[config.mk]
export PLATFORM = sky130hd
export DESIGN_NAME = glyph_atlas_rect_packer_flat
export DESIGN_NICKNAME = d
export VERILOG_FILES = /design/src/rtl/gap_pkg.sv /design/src/rtl/gap_if.sv /design/src/rtl/glyph_atlas_rect_packer.sv /design/src/rtl/gap_rect_ram.sv /design/src/flat_wrapper.sv
export SDC_FILE = /design/constraint.sdc
export NUM_CORES = 2
export LEC_CHECK = 0
export BUFFER_PORTS_ARGS = -buffer_cell sky130_fd_sc_hd__buf_4
export CAP_MARGIN = 10
export CORE_MARGIN = 2
export CORE_UTILIZATION = 60
export DETAILED_ROUTE_END_ITERATION = 12
export GPL_ROUTABILITY_DRIVEN = 0
export PLACE_DENSITY_LB_ADDON = 0.08
export SLEW_MARGIN = 40
export SYNTH_ARGS = -nofsm -noshare
export SYNTH_HDL_FRONTEND = slang
export SYNTH_SLANG_ARGS = --single-unit
[constraint.sdc]
create_clock -name clk -period 9.89 [get_ports clk]
set_clock_uncertainty 0.05 [all_clocks]
set_input_delay 1.4835 -clock clk [delete_from_list [all_inputs] [get_ports clk]]
set_output_delay 1.4835 -clock clk [all_outputs]
set_load 0.01 [all_outputs]
[src/rtl/gap_pkg.sv]
package gap_pkg;

    // list and page limits
    localparam int MAX_FREE_RECTS = 64;
    localparam int MAX_PAGES      = 256;

    localparam int IDX_W  = $clog2(MAX_FREE_RECTS);
    localparam int CNT_W  = $clog2(MAX_FREE_RECTS + 1);
    localparam int PAGE_W = (MAX_PAGES > 1) ? $clog2(MAX_PAGES) : 1;

    // field widths
    localparam int POS_W  = 10;
    localparam int SIZE_W = 11;
    localparam int SEL_W  = 2;

    // apb address map
    localparam int PADDR_W = 3;
    localparam logic REG_PAGE_SIZE = 1'b0;

    // page edges
    localparam logic [SIZE_W-1:0] EDGE_256  = SIZE_W'(256);
    localparam logic [SIZE_W-1:0] EDGE_512  = SIZE_W'(512);
    localparam logic [SIZE_W-1:0] EDGE_1024 = SIZE_W'(1024);

    typedef enum logic [1:0] {
        ST_PLACED     = 2'd0,
        ST_TOO_LARGE  = 2'd1,
        ST_DROPPED    = 2'd2,
        ST_PAGE_LIMIT = 2'd3
    } status_t;

    typedef enum logic [2:0] {
        S_IDLE,
        S_SCAN,
        S_SHIFT,
        S_MISS,
        S_PUSH_R,
        S_PUSH_B,
        S_DONE
    } state_t;

    typedef struct packed {
        logic [POS_W-1:0]  left;
        logic [POS_W-1:0]  top;
        logic [SIZE_W-1:0] width;
        logic [SIZE_W-1:0] height;
    } rect_t;

    typedef struct packed {
        logic             en;
        logic [IDX_W-1:0] addr;
    } rd_req_t;

    typedef struct packed {
        logic             en;
        logic [IDX_W-1:0] addr;
        rect_t            data;
    } wr_req_t;

    // edge of a newly opened page, selector three acts as two
    function automatic logic [SIZE_W-1:0] page_edge(input logic [SEL_W-1:0] sel);
        logic [SIZE_W-1:0] e;
        case (sel)
            2'd0:    e = EDGE_256;
            2'd1:    e = EDGE_512;
            default: e = EDGE_1024;
        endcase
        return e;
    endfunction

endpackage

[src/rtl/gap_if.sv]
interface gap_in_if;
    logic                       valid;
    logic                       ready;
    logic [gap_pkg::SIZE_W-1:0] glyph_width;
    logic [gap_pkg::SIZE_W-1:0] glyph_height;

    modport source (output valid, output glyph_width, output glyph_height, input ready);
    modport sink   (input valid, input glyph_width, input glyph_height, output ready);
endinterface

interface gap_out_if;
    logic                      valid;
    logic                      ready;
    logic [7:0]                page_index;
    logic [gap_pkg::POS_W-1:0] pos_x;
    logic [gap_pkg::POS_W-1:0] pos_y;
    logic                      opened_page;
    logic [1:0]                status;

    modport source (output valid, output page_index, output pos_x, output pos_y,
                    output opened_page, output status, input ready);
    modport sink   (input valid, input page_index, input pos_x, input pos_y,
                    input opened_page, input status, output ready);
endinterface

[src/rtl/glyph_atlas_rect_packer.sv]
// Guillotine first-fit glyph packer. An item carries a glyph size; the block
// scans the open page's ordered free-rectangle list held in a single-port-read
// RAM, one entry a cycle, takes the first entry that fits, closes the gap by
// moving each later entry down one slot (one read and one write a cycle), then
// appends the right and bottom remnants. A glyph that is too large skips the
// scan and goes straight to its result; an item whose scan misses opens a new
// page instead, unless the page limit is reached. A result that still waits in
// the output register holds the engine back before it loads the next one. A
// new item is taken while the previous result still waits in the output
// register. page_size_select (APB offset 0) sets the edge of pages opened
// afterwards.
module glyph_atlas_rect_packer (
    input  logic                        clk,
    input  logic                        rst_n,
    input  logic                        psel,
    input  logic                        penable,
    input  logic                        pwrite,
    input  logic [gap_pkg::PADDR_W-1:0] paddr,
    input  logic [31:0]                 pwdata,
    output logic [31:0]                 prdata,
    output logic                        pready,
    gap_in_if.sink                      glyph_in,
    gap_out_if.source                   place_out
);

    gap_pkg::state_t state_reg, state_next;

    logic [gap_pkg::SEL_W-1:0]  cfg_sel_reg;
    logic [gap_pkg::CNT_W-1:0]  count_reg, count_next;
    logic [gap_pkg::PAGE_W-1:0] page_reg, page_next;
    logic                       page_open_reg, page_open_next;
    logic                       out_valid_reg, out_valid_next;

    logic [gap_pkg::SIZE_W-1:0] w_reg, w_next, h_reg, h_next;
    logic [gap_pkg::SIZE_W-1:0] edge_reg, edge_next;
    logic [gap_pkg::SIZE_W-1:0] rw_reg, rw_next, rh_reg, rh_next;
    logic [gap_pkg::POS_W-1:0]  x_reg, x_next, y_reg, y_next;
    logic [gap_pkg::IDX_W-1:0]  ptr_reg, ptr_next;
    gap_pkg::status_t           status_reg, status_next;
    logic                       opened_reg, opened_next;

    logic [7:0]                 out_page_reg, out_page_next;
    logic [gap_pkg::POS_W-1:0]  out_x_reg, out_x_next, out_y_reg, out_y_next;
    logic                       out_opened_reg, out_opened_next;
    logic [1:0]                 out_status_reg, out_status_next;

    gap_pkg::rd_req_t rd_req;
    gap_pkg::wr_req_t wr_req;
    gap_pkg::rect_t   rdata;

    logic                       in_acc, too_large, fit, load_out, page_limit;
    logic [gap_pkg::SIZE_W-1:0] in_edge, rem_w, rem_h;
    logic [gap_pkg::CNT_W-1:0]  ptr_ext, ptr_inc, cnt_dec;
    logic [gap_pkg::SIZE_W-1:0] x_plus_w, y_plus_h;
    logic [gap_pkg::PAGE_W:0]   page_inc;
    logic                       list_room;

    // apb register
    assign pready = 1'b1;
    always_comb
    begin
        prdata = 32'd0;
        if (paddr[2] == gap_pkg::REG_PAGE_SIZE)
        begin
            prdata = {{(32 - gap_pkg::SEL_W){1'b0}}, cfg_sel_reg};
        end
    end

    always_ff @(posedge clk or negedge rst_n)
    begin
        if (!rst_n)
        begin
            cfg_sel_reg <= '0;
        end
        else if (psel && penable && pwrite && paddr[2] == gap_pkg::REG_PAGE_SIZE)
        begin
            cfg_sel_reg <= pwdata[gap_pkg::SEL_W-1:0];
        end
    end

    // free-list memory
    gap_rect_ram u_ram (
        .clk   (clk),
        .rd    (rd_req),
        .wr    (wr_req),
        .rdata (rdata)
    );

    // shared decode
    assign glyph_in.ready = (state_reg == gap_pkg::S_IDLE);
    assign in_acc    = glyph_in.valid && glyph_in.ready;
    assign in_edge   = gap_pkg::page_edge(cfg_sel_reg);
    assign too_large = (glyph_in.glyph_width == '0) || (glyph_in.glyph_height == '0) ||
                       (glyph_in.glyph_width > in_edge) || (glyph_in.glyph_height > in_edge);
    assign fit       = (rdata.width >= w_reg) && (rdata.height >= h_reg);
    assign ptr_ext   = {{(gap_pkg::CNT_W - gap_pkg::IDX_W){1'b0}}, ptr_reg};
    assign ptr_inc   = ptr_ext + gap_pkg::CNT_W'(1);
    assign cnt_dec   = count_reg - gap_pkg::CNT_W'(1);
    assign page_inc  = {1'b0, page_reg} + (gap_pkg::PAGE_W + 1)'(1);
    assign page_limit = page_open_reg && (page_inc >= (gap_pkg::PAGE_W + 1)'(gap_pkg::MAX_PAGES));
    assign rem_w     = rw_reg - w_reg;
    assign rem_h     = rh_reg - h_reg;
    assign x_plus_w  = {1'b0, x_reg} + w_reg;
    assign y_plus_h  = {1'b0, y_reg} + h_reg;
    assign list_room = count_reg < gap_pkg::CNT_W'(gap_pkg::MAX_FREE_RECTS);
    assign load_out  = (state_reg == gap_pkg::S_DONE) && (!out_valid_reg || place_out.ready);

    // next state
    always_comb
    begin
        state_next = state_reg;
        case (state_reg)
            gap_pkg::S_IDLE:
            begin
                if (in_acc)
                begin
                    if (too_large)
                        state_next = gap_pkg::S_DONE;
                    else if (page_open_reg && count_reg != '0)
                        state_next = gap_pkg::S_SCAN;
                    else
                        state_next = gap_pkg::S_MISS;
                end
            end
            gap_pkg::S_SCAN:
            begin
                if (fit)
                    state_next = (ptr_ext < cnt_dec) ? gap_pkg::S_SHIFT : gap_pkg::S_PUSH_R;
                else if (ptr_inc >= count_reg)
                    state_next = gap_pkg::S_MISS;
            end
            gap_pkg::S_SHIFT:
            begin
                if (ptr_ext >= count_reg)
                    state_next = gap_pkg::S_PUSH_R;
            end
            gap_pkg::S_MISS:
            begin
                state_next = page_limit ? gap_pkg::S_DONE : gap_pkg::S_PUSH_R;
            end
            gap_pkg::S_PUSH_R: state_next = gap_pkg::S_PUSH_B;
            gap_pkg::S_PUSH_B: state_next = gap_pkg::S_DONE;
            gap_pkg::S_DONE:
            begin
                if (load_out)
                    state_next = gap_pkg::S_IDLE;
            end
            default: state_next = gap_pkg::S_IDLE;
        endcase
    end

    // datapath and memory strobes
    always_comb
    begin
        count_next      = count_reg;
        page_next       = page_reg;
        page_open_next  = page_open_reg;
        w_next          = w_reg;
        h_next          = h_reg;
        edge_next       = edge_reg;
        rw_next         = rw_reg;
        rh_next         = rh_reg;
        x_next          = x_reg;
        y_next          = y_reg;
        ptr_next        = ptr_reg;
        status_next     = status_reg;
        opened_next     = opened_reg;
        out_page_next   = out_page_reg;
        out_x_next      = out_x_reg;
        out_y_next      = out_y_reg;
        out_opened_next = out_opened_reg;
        out_status_next = out_status_reg;
        rd_req          = '0;
        wr_req          = '0;

        case (state_reg)
            gap_pkg::S_IDLE:
            begin
                if (in_acc)
                begin
                    w_next      = glyph_in.glyph_width;
                    h_next      = glyph_in.glyph_height;
                    edge_next   = in_edge;
                    x_next      = '0;
                    y_next      = '0;
                    opened_next = 1'b0;
                    ptr_next    = '0;
                    status_next = too_large ? gap_pkg::ST_TOO_LARGE : gap_pkg::ST_PLACED;
                    if (!too_large && page_open_reg && count_reg != '0)
                    begin
                        rd_req.en   = 1'b1;
                        rd_req.addr = '0;
                    end
                end
            end
            gap_pkg::S_SCAN:
            begin
                // rdata holds entry ptr_reg
                if (fit)
                begin
                    x_next     = rdata.left;
                    y_next     = rdata.top;
                    rw_next    = rdata.width;
                    rh_next    = rdata.height;
                    count_next = cnt_dec;
                    if (ptr_ext < cnt_dec)
                    begin
                        rd_req.en   = 1'b1;
                        rd_req.addr = ptr_inc[gap_pkg::IDX_W-1:0];
                        ptr_next    = ptr_inc[gap_pkg::IDX_W-1:0];
                    end
                end
                else if (ptr_inc < count_reg)
                begin
                    rd_req.en   = 1'b1;
                    rd_req.addr = ptr_inc[gap_pkg::IDX_W-1:0];
                    ptr_next    = ptr_inc[gap_pkg::IDX_W-1:0];
                end
            end
            gap_pkg::S_SHIFT:
            begin
                // move entry ptr_reg down one slot
                wr_req.en   = 1'b1;
                wr_req.addr = ptr_reg - gap_pkg::IDX_W'(1);
                wr_req.data = rdata;
                if (ptr_ext < count_reg)
                begin
                    rd_req.en   = 1'b1;
                    rd_req.addr = ptr_inc[gap_pkg::IDX_W-1:0];
                    ptr_next    = ptr_inc[gap_pkg::IDX_W-1:0];
                end
            end
            gap_pkg::S_MISS:
            begin
                if (page_limit)
                begin
                    status_next = gap_pkg::ST_PAGE_LIMIT;
                end
                else
                begin
                    if (page_open_reg)
                        page_next = page_inc[gap_pkg::PAGE_W-1:0];
                    page_open_next = 1'b1;
                    opened_next    = 1'b1;
                    count_next     = '0;
                    x_next         = '0;
                    y_next         = '0;
                    rw_next        = edge_reg;
                    rh_next        = edge_reg;
                end
            end
            gap_pkg::S_PUSH_R:
            begin
                // right remnant
                if (rem_w != '0)
                begin
                    if (list_room)
                    begin
                        wr_req.en          = 1'b1;
                        wr_req.addr        = count_reg[gap_pkg::IDX_W-1:0];
                        wr_req.data.left   = x_plus_w[gap_pkg::POS_W-1:0];
                        wr_req.data.top    = y_reg;
                        wr_req.data.width  = rem_w;
                        wr_req.data.height = h_reg;
                        count_next         = count_reg + gap_pkg::CNT_W'(1);
                    end
                    else
                    begin
                        status_next = gap_pkg::ST_DROPPED;
                    end
                end
            end
            gap_pkg::S_PUSH_B:
            begin
                // bottom remnant
                if (rem_h != '0)
                begin
                    if (list_room)
                    begin
                        wr_req.en          = 1'b1;
                        wr_req.addr        = count_reg[gap_pkg::IDX_W-1:0];
                        wr_req.data.left   = x_reg;
                        wr_req.data.top    = y_plus_h[gap_pkg::POS_W-1:0];
                        wr_req.data.width  = w_reg;
                        wr_req.data.height = rem_h;
                        count_next         = count_reg + gap_pkg::CNT_W'(1);
                    end
                    else
                    begin
                        status_next = gap_pkg::ST_DROPPED;
                    end
                end
            end
            gap_pkg::S_DONE:
            begin
                if (load_out)
                begin
                    out_page_next   = 8'(page_reg);
                    out_x_next      = x_reg;
                    out_y_next      = y_reg;
                    out_opened_next = opened_reg;
                    out_status_next = status_reg;
                end
            end
            default: ;
        endcase
    end

    // output valid
    always_comb
    begin
        out_valid_next = out_valid_reg;
        if (load_out)
            out_valid_next = 1'b1;
        else if (out_valid_reg && place_out.ready)
            out_valid_next = 1'b0;
    end

    // control registers
    always_ff @(posedge clk or negedge rst_n)
    begin
        if (!rst_n)
        begin
            state_reg     <= gap_pkg::S_IDLE;
            count_reg     <= '0;
            page_reg      <= '0;
            page_open_reg <= 1'b0;
            out_valid_reg <= 1'b0;
        end
        else
        begin
            state_reg     <= state_next;
            count_reg     <= count_next;
            page_reg      <= page_next;
            page_open_reg <= page_open_next;
            out_valid_reg <= out_valid_next;
        end
    end

    // payload registers
    always_ff @(posedge clk)
    begin
        w_reg          <= w_next;
        h_reg          <= h_next;
        edge_reg       <= edge_next;
        rw_reg         <= rw_next;
        rh_reg         <= rh_next;
        x_reg          <= x_next;
        y_reg          <= y_next;
        ptr_reg        <= ptr_next;
        status_reg     <= status_next;
        opened_reg     <= opened_next;
        out_page_reg   <= out_page_next;
        out_x_reg      <= out_x_next;
        out_y_reg      <= out_y_next;
        out_opened_reg <= out_opened_next;
        out_status_reg <= out_status_next;
    end

    assign place_out.valid       = out_valid_reg;
    assign place_out.page_index  = out_page_reg;
    assign place_out.pos_x       = out_x_reg;
    assign place_out.pos_y       = out_y_reg;
    assign place_out.opened_page = out_opened_reg;
    assign place_out.status      = out_status_reg;

endmodule

[src/rtl/gap_rect_ram.sv]
module gap_rect_ram (
    input  logic             clk,
    input  gap_pkg::rd_req_t rd,
    input  gap_pkg::wr_req_t wr,
    output gap_pkg::rect_t   rdata
);

    gap_pkg::rect_t mem [gap_pkg::MAX_FREE_RECTS];

    // one write and one registered read per cycle
    always_ff @(posedge clk)
    begin
        if (wr.en)
        begin
            mem[wr.addr] <= wr.data;
        end
        if (rd.en)
        begin
            rdata <= mem[rd.addr];
        end
    end

endmodule

[src/flat_wrapper.sv]
// flat-port wrapper written by rule: the top's interface ports become plain ports
module glyph_atlas_rect_packer_flat 
  (clk, rst_n, psel, penable, pwrite, paddr, pwdata, prdata, pready, glyph_in_valid, glyph_in_glyph_width, glyph_in_glyph_height, glyph_in_ready, place_out_valid, place_out_page_index, place_out_pos_x, place_out_pos_y, place_out_opened_page, place_out_status, place_out_ready);
  gap_in_if glyph_in_i ();
  gap_out_if place_out_i ();
  input  logic clk;
  input  logic rst_n;
  input  logic psel;
  input  logic penable;
  input  logic pwrite;
  input  logic [gap_pkg::PADDR_W-1:0] paddr;
  input  logic [31:0] pwdata;
  output logic [31:0] prdata;
  output logic pready;
  input wire logic [$bits(glyph_in_i.valid)-1:0] glyph_in_valid;
  input wire logic [$bits(glyph_in_i.glyph_width)-1:0] glyph_in_glyph_width;
  input wire logic [$bits(glyph_in_i.glyph_height)-1:0] glyph_in_glyph_height;
  output wire logic [$bits(glyph_in_i.ready)-1:0] glyph_in_ready;
  output wire logic [$bits(place_out_i.valid)-1:0] place_out_valid;
  output wire logic [$bits(place_out_i.page_index)-1:0] place_out_page_index;
  output wire logic [$bits(place_out_i.pos_x)-1:0] place_out_pos_x;
  output wire logic [$bits(place_out_i.pos_y)-1:0] place_out_pos_y;
  output wire logic [$bits(place_out_i.opened_page)-1:0] place_out_opened_page;
  output wire logic [$bits(place_out_i.status)-1:0] place_out_status;
  input wire logic [$bits(place_out_i.ready)-1:0] place_out_ready;
  assign glyph_in_i.valid = glyph_in_valid;
  assign glyph_in_i.glyph_width = glyph_in_glyph_width;
  assign glyph_in_i.glyph_height = glyph_in_glyph_height;
  assign glyph_in_ready = glyph_in_i.ready;
  assign place_out_valid = place_out_i.valid;
  assign place_out_page_index = place_out_i.page_index;
  assign place_out_pos_x = place_out_i.pos_x;
  assign place_out_pos_y = place_out_i.pos_y;
  assign place_out_opened_page = place_out_i.opened_page;
  assign place_out_status = place_out_i.status;
  assign place_out_i.ready = place_out_ready;
  glyph_atlas_rect_packer u_core (.clk(clk), .rst_n(rst_n), .psel(psel), .penable(penable), .pwrite(pwrite), .paddr(paddr), .pwdata(pwdata), .prdata(prdata), .pready(pready), .glyph_in(glyph_in_i), .place_out(place_out_i));
endmodule
==> flow_summary.toml <==
[outcome]
status = "finished, final reports clean"

[timing]
setup_viol = 0
report.final.slew_viol_count = 0
hold_viol = 0
final.setup.tns_ns = 0
fin_ws_ns = 2.74
min_period_ns = 7.15
fmax_mhz = 140
slew_headroom_pct = 30.3
grt_setup_unrepaired = "no"
fin_crit_sh_pct = 72.2
tightest_slew_ns = 1.04

[final_layout]
num-nets-final = 7830
syn2layout_area_growth_pct = 13.1
nFillCells = 12700
largest_register = "u_core.u_ram.mem"
drive_gt1_share_pct = 13.9
largest_register_ffs = 2688
fin_area_sq_um = 129000
utilization_pct = 68.2
regArea_sq_um = 85700
multi_input_area_sq_um = 27500
top_regs = "u_core.u_ram.mem: 2688 flops, u_core.u_ram.rdata: 42 flops"

[power]
seq_power_share_pct = 36.3
swShare_pct = 41.3
power.density_nw_per_um2 = 357
leakagePower_nw = 43.6
comb_power_share_pct = 40.5
clkPwrFrac_pct = 23.2
switchingPower_mw = 19.1
internal_power_mw = 27.2
vdd.ir_drop.worst_uv = 476
power_mw = 46.3

[clocking]
clk_latency_ns = 0.97
cts.sinks = 2859
post_cts_buffers = 0
clock-root-buffer = "clkbuf_16"
clkSlewWorstSetupHoldPaths_ns = 0.06
clockBufferDepth = 4
cts_tree = "yes"
cts_made_buffers = 299
cts.hold.buffers_added = 0
cts.htree.levels = 5
ctsResizeCount = 0

[setup_path]
cp.required_ns = 10.48
critPathKind = "reg2reg"
max_stage_delay_ns = 0.74
crit_chain = "nand3_1 -> nor3_1 -> xnor2_2 -> inv_1 -> ha_1 -> o21a_1 -> o21ai_0 -> a21oi_1 -> nor3_1 -> a21boi_4 -> buf_4 -> a21oi_4 -> buf_4 -> nand2_1 -> a221o_1 -> o21ai_0 -> a21oi_1 -> a2bb2oi_1"
crit_fanout = 21
cp_slowest_cell = "a21oi_1"
crit_start = "u_core.ptr_reg[3]"
r2r_start = "u_core.ptr_reg[3]"
critPathBufInv = 3
endpoint_kind = "flop"
cp.arrival_ns = 7.74
critPathLaunchType = "flop"
cpLargestDelayFamily = "compound AO/OA/AOI/OAI gates"

[detailed_routing]
drt_wl_total_um = 398000
wl_met2_um = 171000
top_layer_used = "met5"
vias = 75900
met1Wirelength_um = 140000
drt_iter0_markers = 14900
ant_nets = 0
wl_met3_um = 65700
drc_errors = 0
first_pass_iters = 8
routed_via_density = 7.29
post_drt_wl_per_cell_um = 38.3

[floorplan]
ios = 130
placementRows = 160
die_w_um = 441
start_util_pct = 60.3
die_area_sq_um = 194000
die_y_um = 441
core_sq_um = 190000

[min_path]
holdCritPathClass = "in2async"

[place]
dpl_cell_area_sq_um = 120000
dpl.hpwl_um = 219000
port_buffers = 66
place_ws_ns = 3.02

[logic_synthesis]
synth_top_family_by_area = "compound AO/OA/AOI/OAI gates"
synthSimpleGateAreaFrac_pct = 5.78
yosys_register_bits = 2859
synth-xor-area-share_pct = 0.329
synth_cells = 7494
synth_compound_area_share_pct = 11.1
yosysSeqAreaShare_pct = 74.9
avgSynthCellArea_sq_um = 15.3
ys_types = 91
synthFlopType = "edfxtp_1"
synth-edff-count = 2837
async_flop_share_pct = 0.769
synthAdderAreaFrac_pct = 1.06
synthMuxAreaShare_pct = 4.62
yosys_warnings = 0
synth.cell_area_sq_um = 115000

[global_routing]
track_usage_pct = 40.7
grt_overflow = 0
antenna_found_initial = 32
grt_pass1_vias = 70100
grt_pass1_wl_um = 545000
grt_max_degree = 109

[flow_run]
drv_cap = 0
## routing by layer
metal  global-route usage, %  vias up
met1                    56.4    38100
met2                    58.4     6698
met4                    19.1       24
li1                        -    29900
met3                    14.1     1205
met5                       0        -
## power groups by stage
stage / clock network (mW) / registers, mW / logic, mW
after floorplan: 0 / 16.8 / 9.68
after global placement: 0 / 17.0 / 17.2
after detailed placement: 0 / 17.0 / 17.8
after CTS: 10.7 / 16.8 / 17.8
after global routing: 11.2 / 16.8 / 19.1
final: 10.7 / 16.8 / 18.7
## area by class of cell
cell class / instances / share of cell area, %
Sequential cell: 2859 / 66.2
Inverter: 92 / 0.303
Clock inverter: 139 / 0.867
Clock buffer: 374 / 6.14
Timing Repair Buffer: 355 / 2.76
Antenna cell: 15 / 0.0290
Multi-Input combinational cell: 4064 / 21.2
Tap cell: 2511 / 2.43
## kinds of logic after synthesis
family | Yosys count
DFF | 2859
AOI/OAI and AO/OA | 1924
and+or+nand+nor | 1539
buffers and inverters | 600
muxes | 432
adders and majority gates | 95
xor gates and xnor gates | 43
other | 2
## path summary, 6_finish.rpt
check	to	slack, ns	cells after the start
hold reg to reg	u_core.place_out.opened_page	0.38	0
min in group clk	u_core.place_out.opened_page	0.38	0
max in group asynchronous	u_core.cfg_sel_reg[0]	9.14	1
setup / recovery	u_core.u_ram.rdata[0]	2.74	18
setup reg to reg	u_core.u_ram.rdata[0]	2.74	18
hold / removal	u_core.page_reg[2]	0.37	1
## synth_stat cells, types with 16 or more instances
cell type / count / area share, %
o221ai_1: 40 / 0.31
a31oi_1: 125 / 0.68
o21a_1: 22 / 0.14
dfrtp_1: 22 / 0.48
o31ai_1: 40 / 0.26
xor2_1: 16 / 0.12
a221o_1: 42 / 0.37
buf_2: 164 / 0.72
a311oi_1: 24 / 0.18
nand2_1: 888 / 2.9
clkbuf_1: 244 / 0.80
nor4_1: 20 / 0.11
a22oi_1: 82 / 0.54
and3_1: 36 / 0.20
mux4_2: 70 / 1.4
and2_1: 18 / 0.098
ha_1: 91 / 0.99
o211ai_1: 86 / 0.56
nand3_1: 125 / 0.55
o2111ai_1: 16 / 0.12
nand4_1: 18 / 0.098
mux2_2: 71 / 0.70
o21ai_0: 411 / 1.8
nor3_1: 131 / 0.57
buf_1: 65 / 0.21
edfxtp_1: 2837 / 74
a2bb2oi_1: 26 / 0.20
a22o_1: 25 / 0.19
mux2i_1: 291 / 2.5
a211oi_1: 68 / 0.45
a21oi_1: 447 / 2.0
a221oi_1: 124 / 0.95
a222oi_1: 25 / 0.22
o22ai_1: 154 / 0.84
nor2b_1: 29 / 0.16
nor2_1: 214 / 0.70
xnor2_1: 27 / 0.21
inv_1: 88 / 0.29
or3_1: 17 / 0.093
a32oi_1: 18 / 0.14
buf_4: 34 / 0.22
a21o_1: 20 / 0.13
## stage by stage
stage	cells	hold WS, ns
4_1_cts	10400	0.340
5_1_grt	10400	0.380
3_3_place_gp	9825	0.353
3_5_place_dp	9873	0.373
2_1_floorplan	7523	0.350
6_report	10400	0.370
## placed cells by master, fill, tap and decap left out, types with 62 or more instances in the layout
master and instances:
mux2_2 71, o21ai_0 394, a31oi_1 118, a21oi_1 440, o211ai_1 86, a221oi_1 124, a22oi_1 82, nor2_1 147
nand3_1 125, ha_1 90, nor2_4 62, buf_4 261, o22ai_1 154, clkbuf_16 307, nor3_1 122, nand2_1 880
clkinv_1 74, clkbuf_1 65, mux4_2 70, edfxtp_1 2837, mux2i_1 291
No activity file was read; power rests on OpenSTA's default activity.
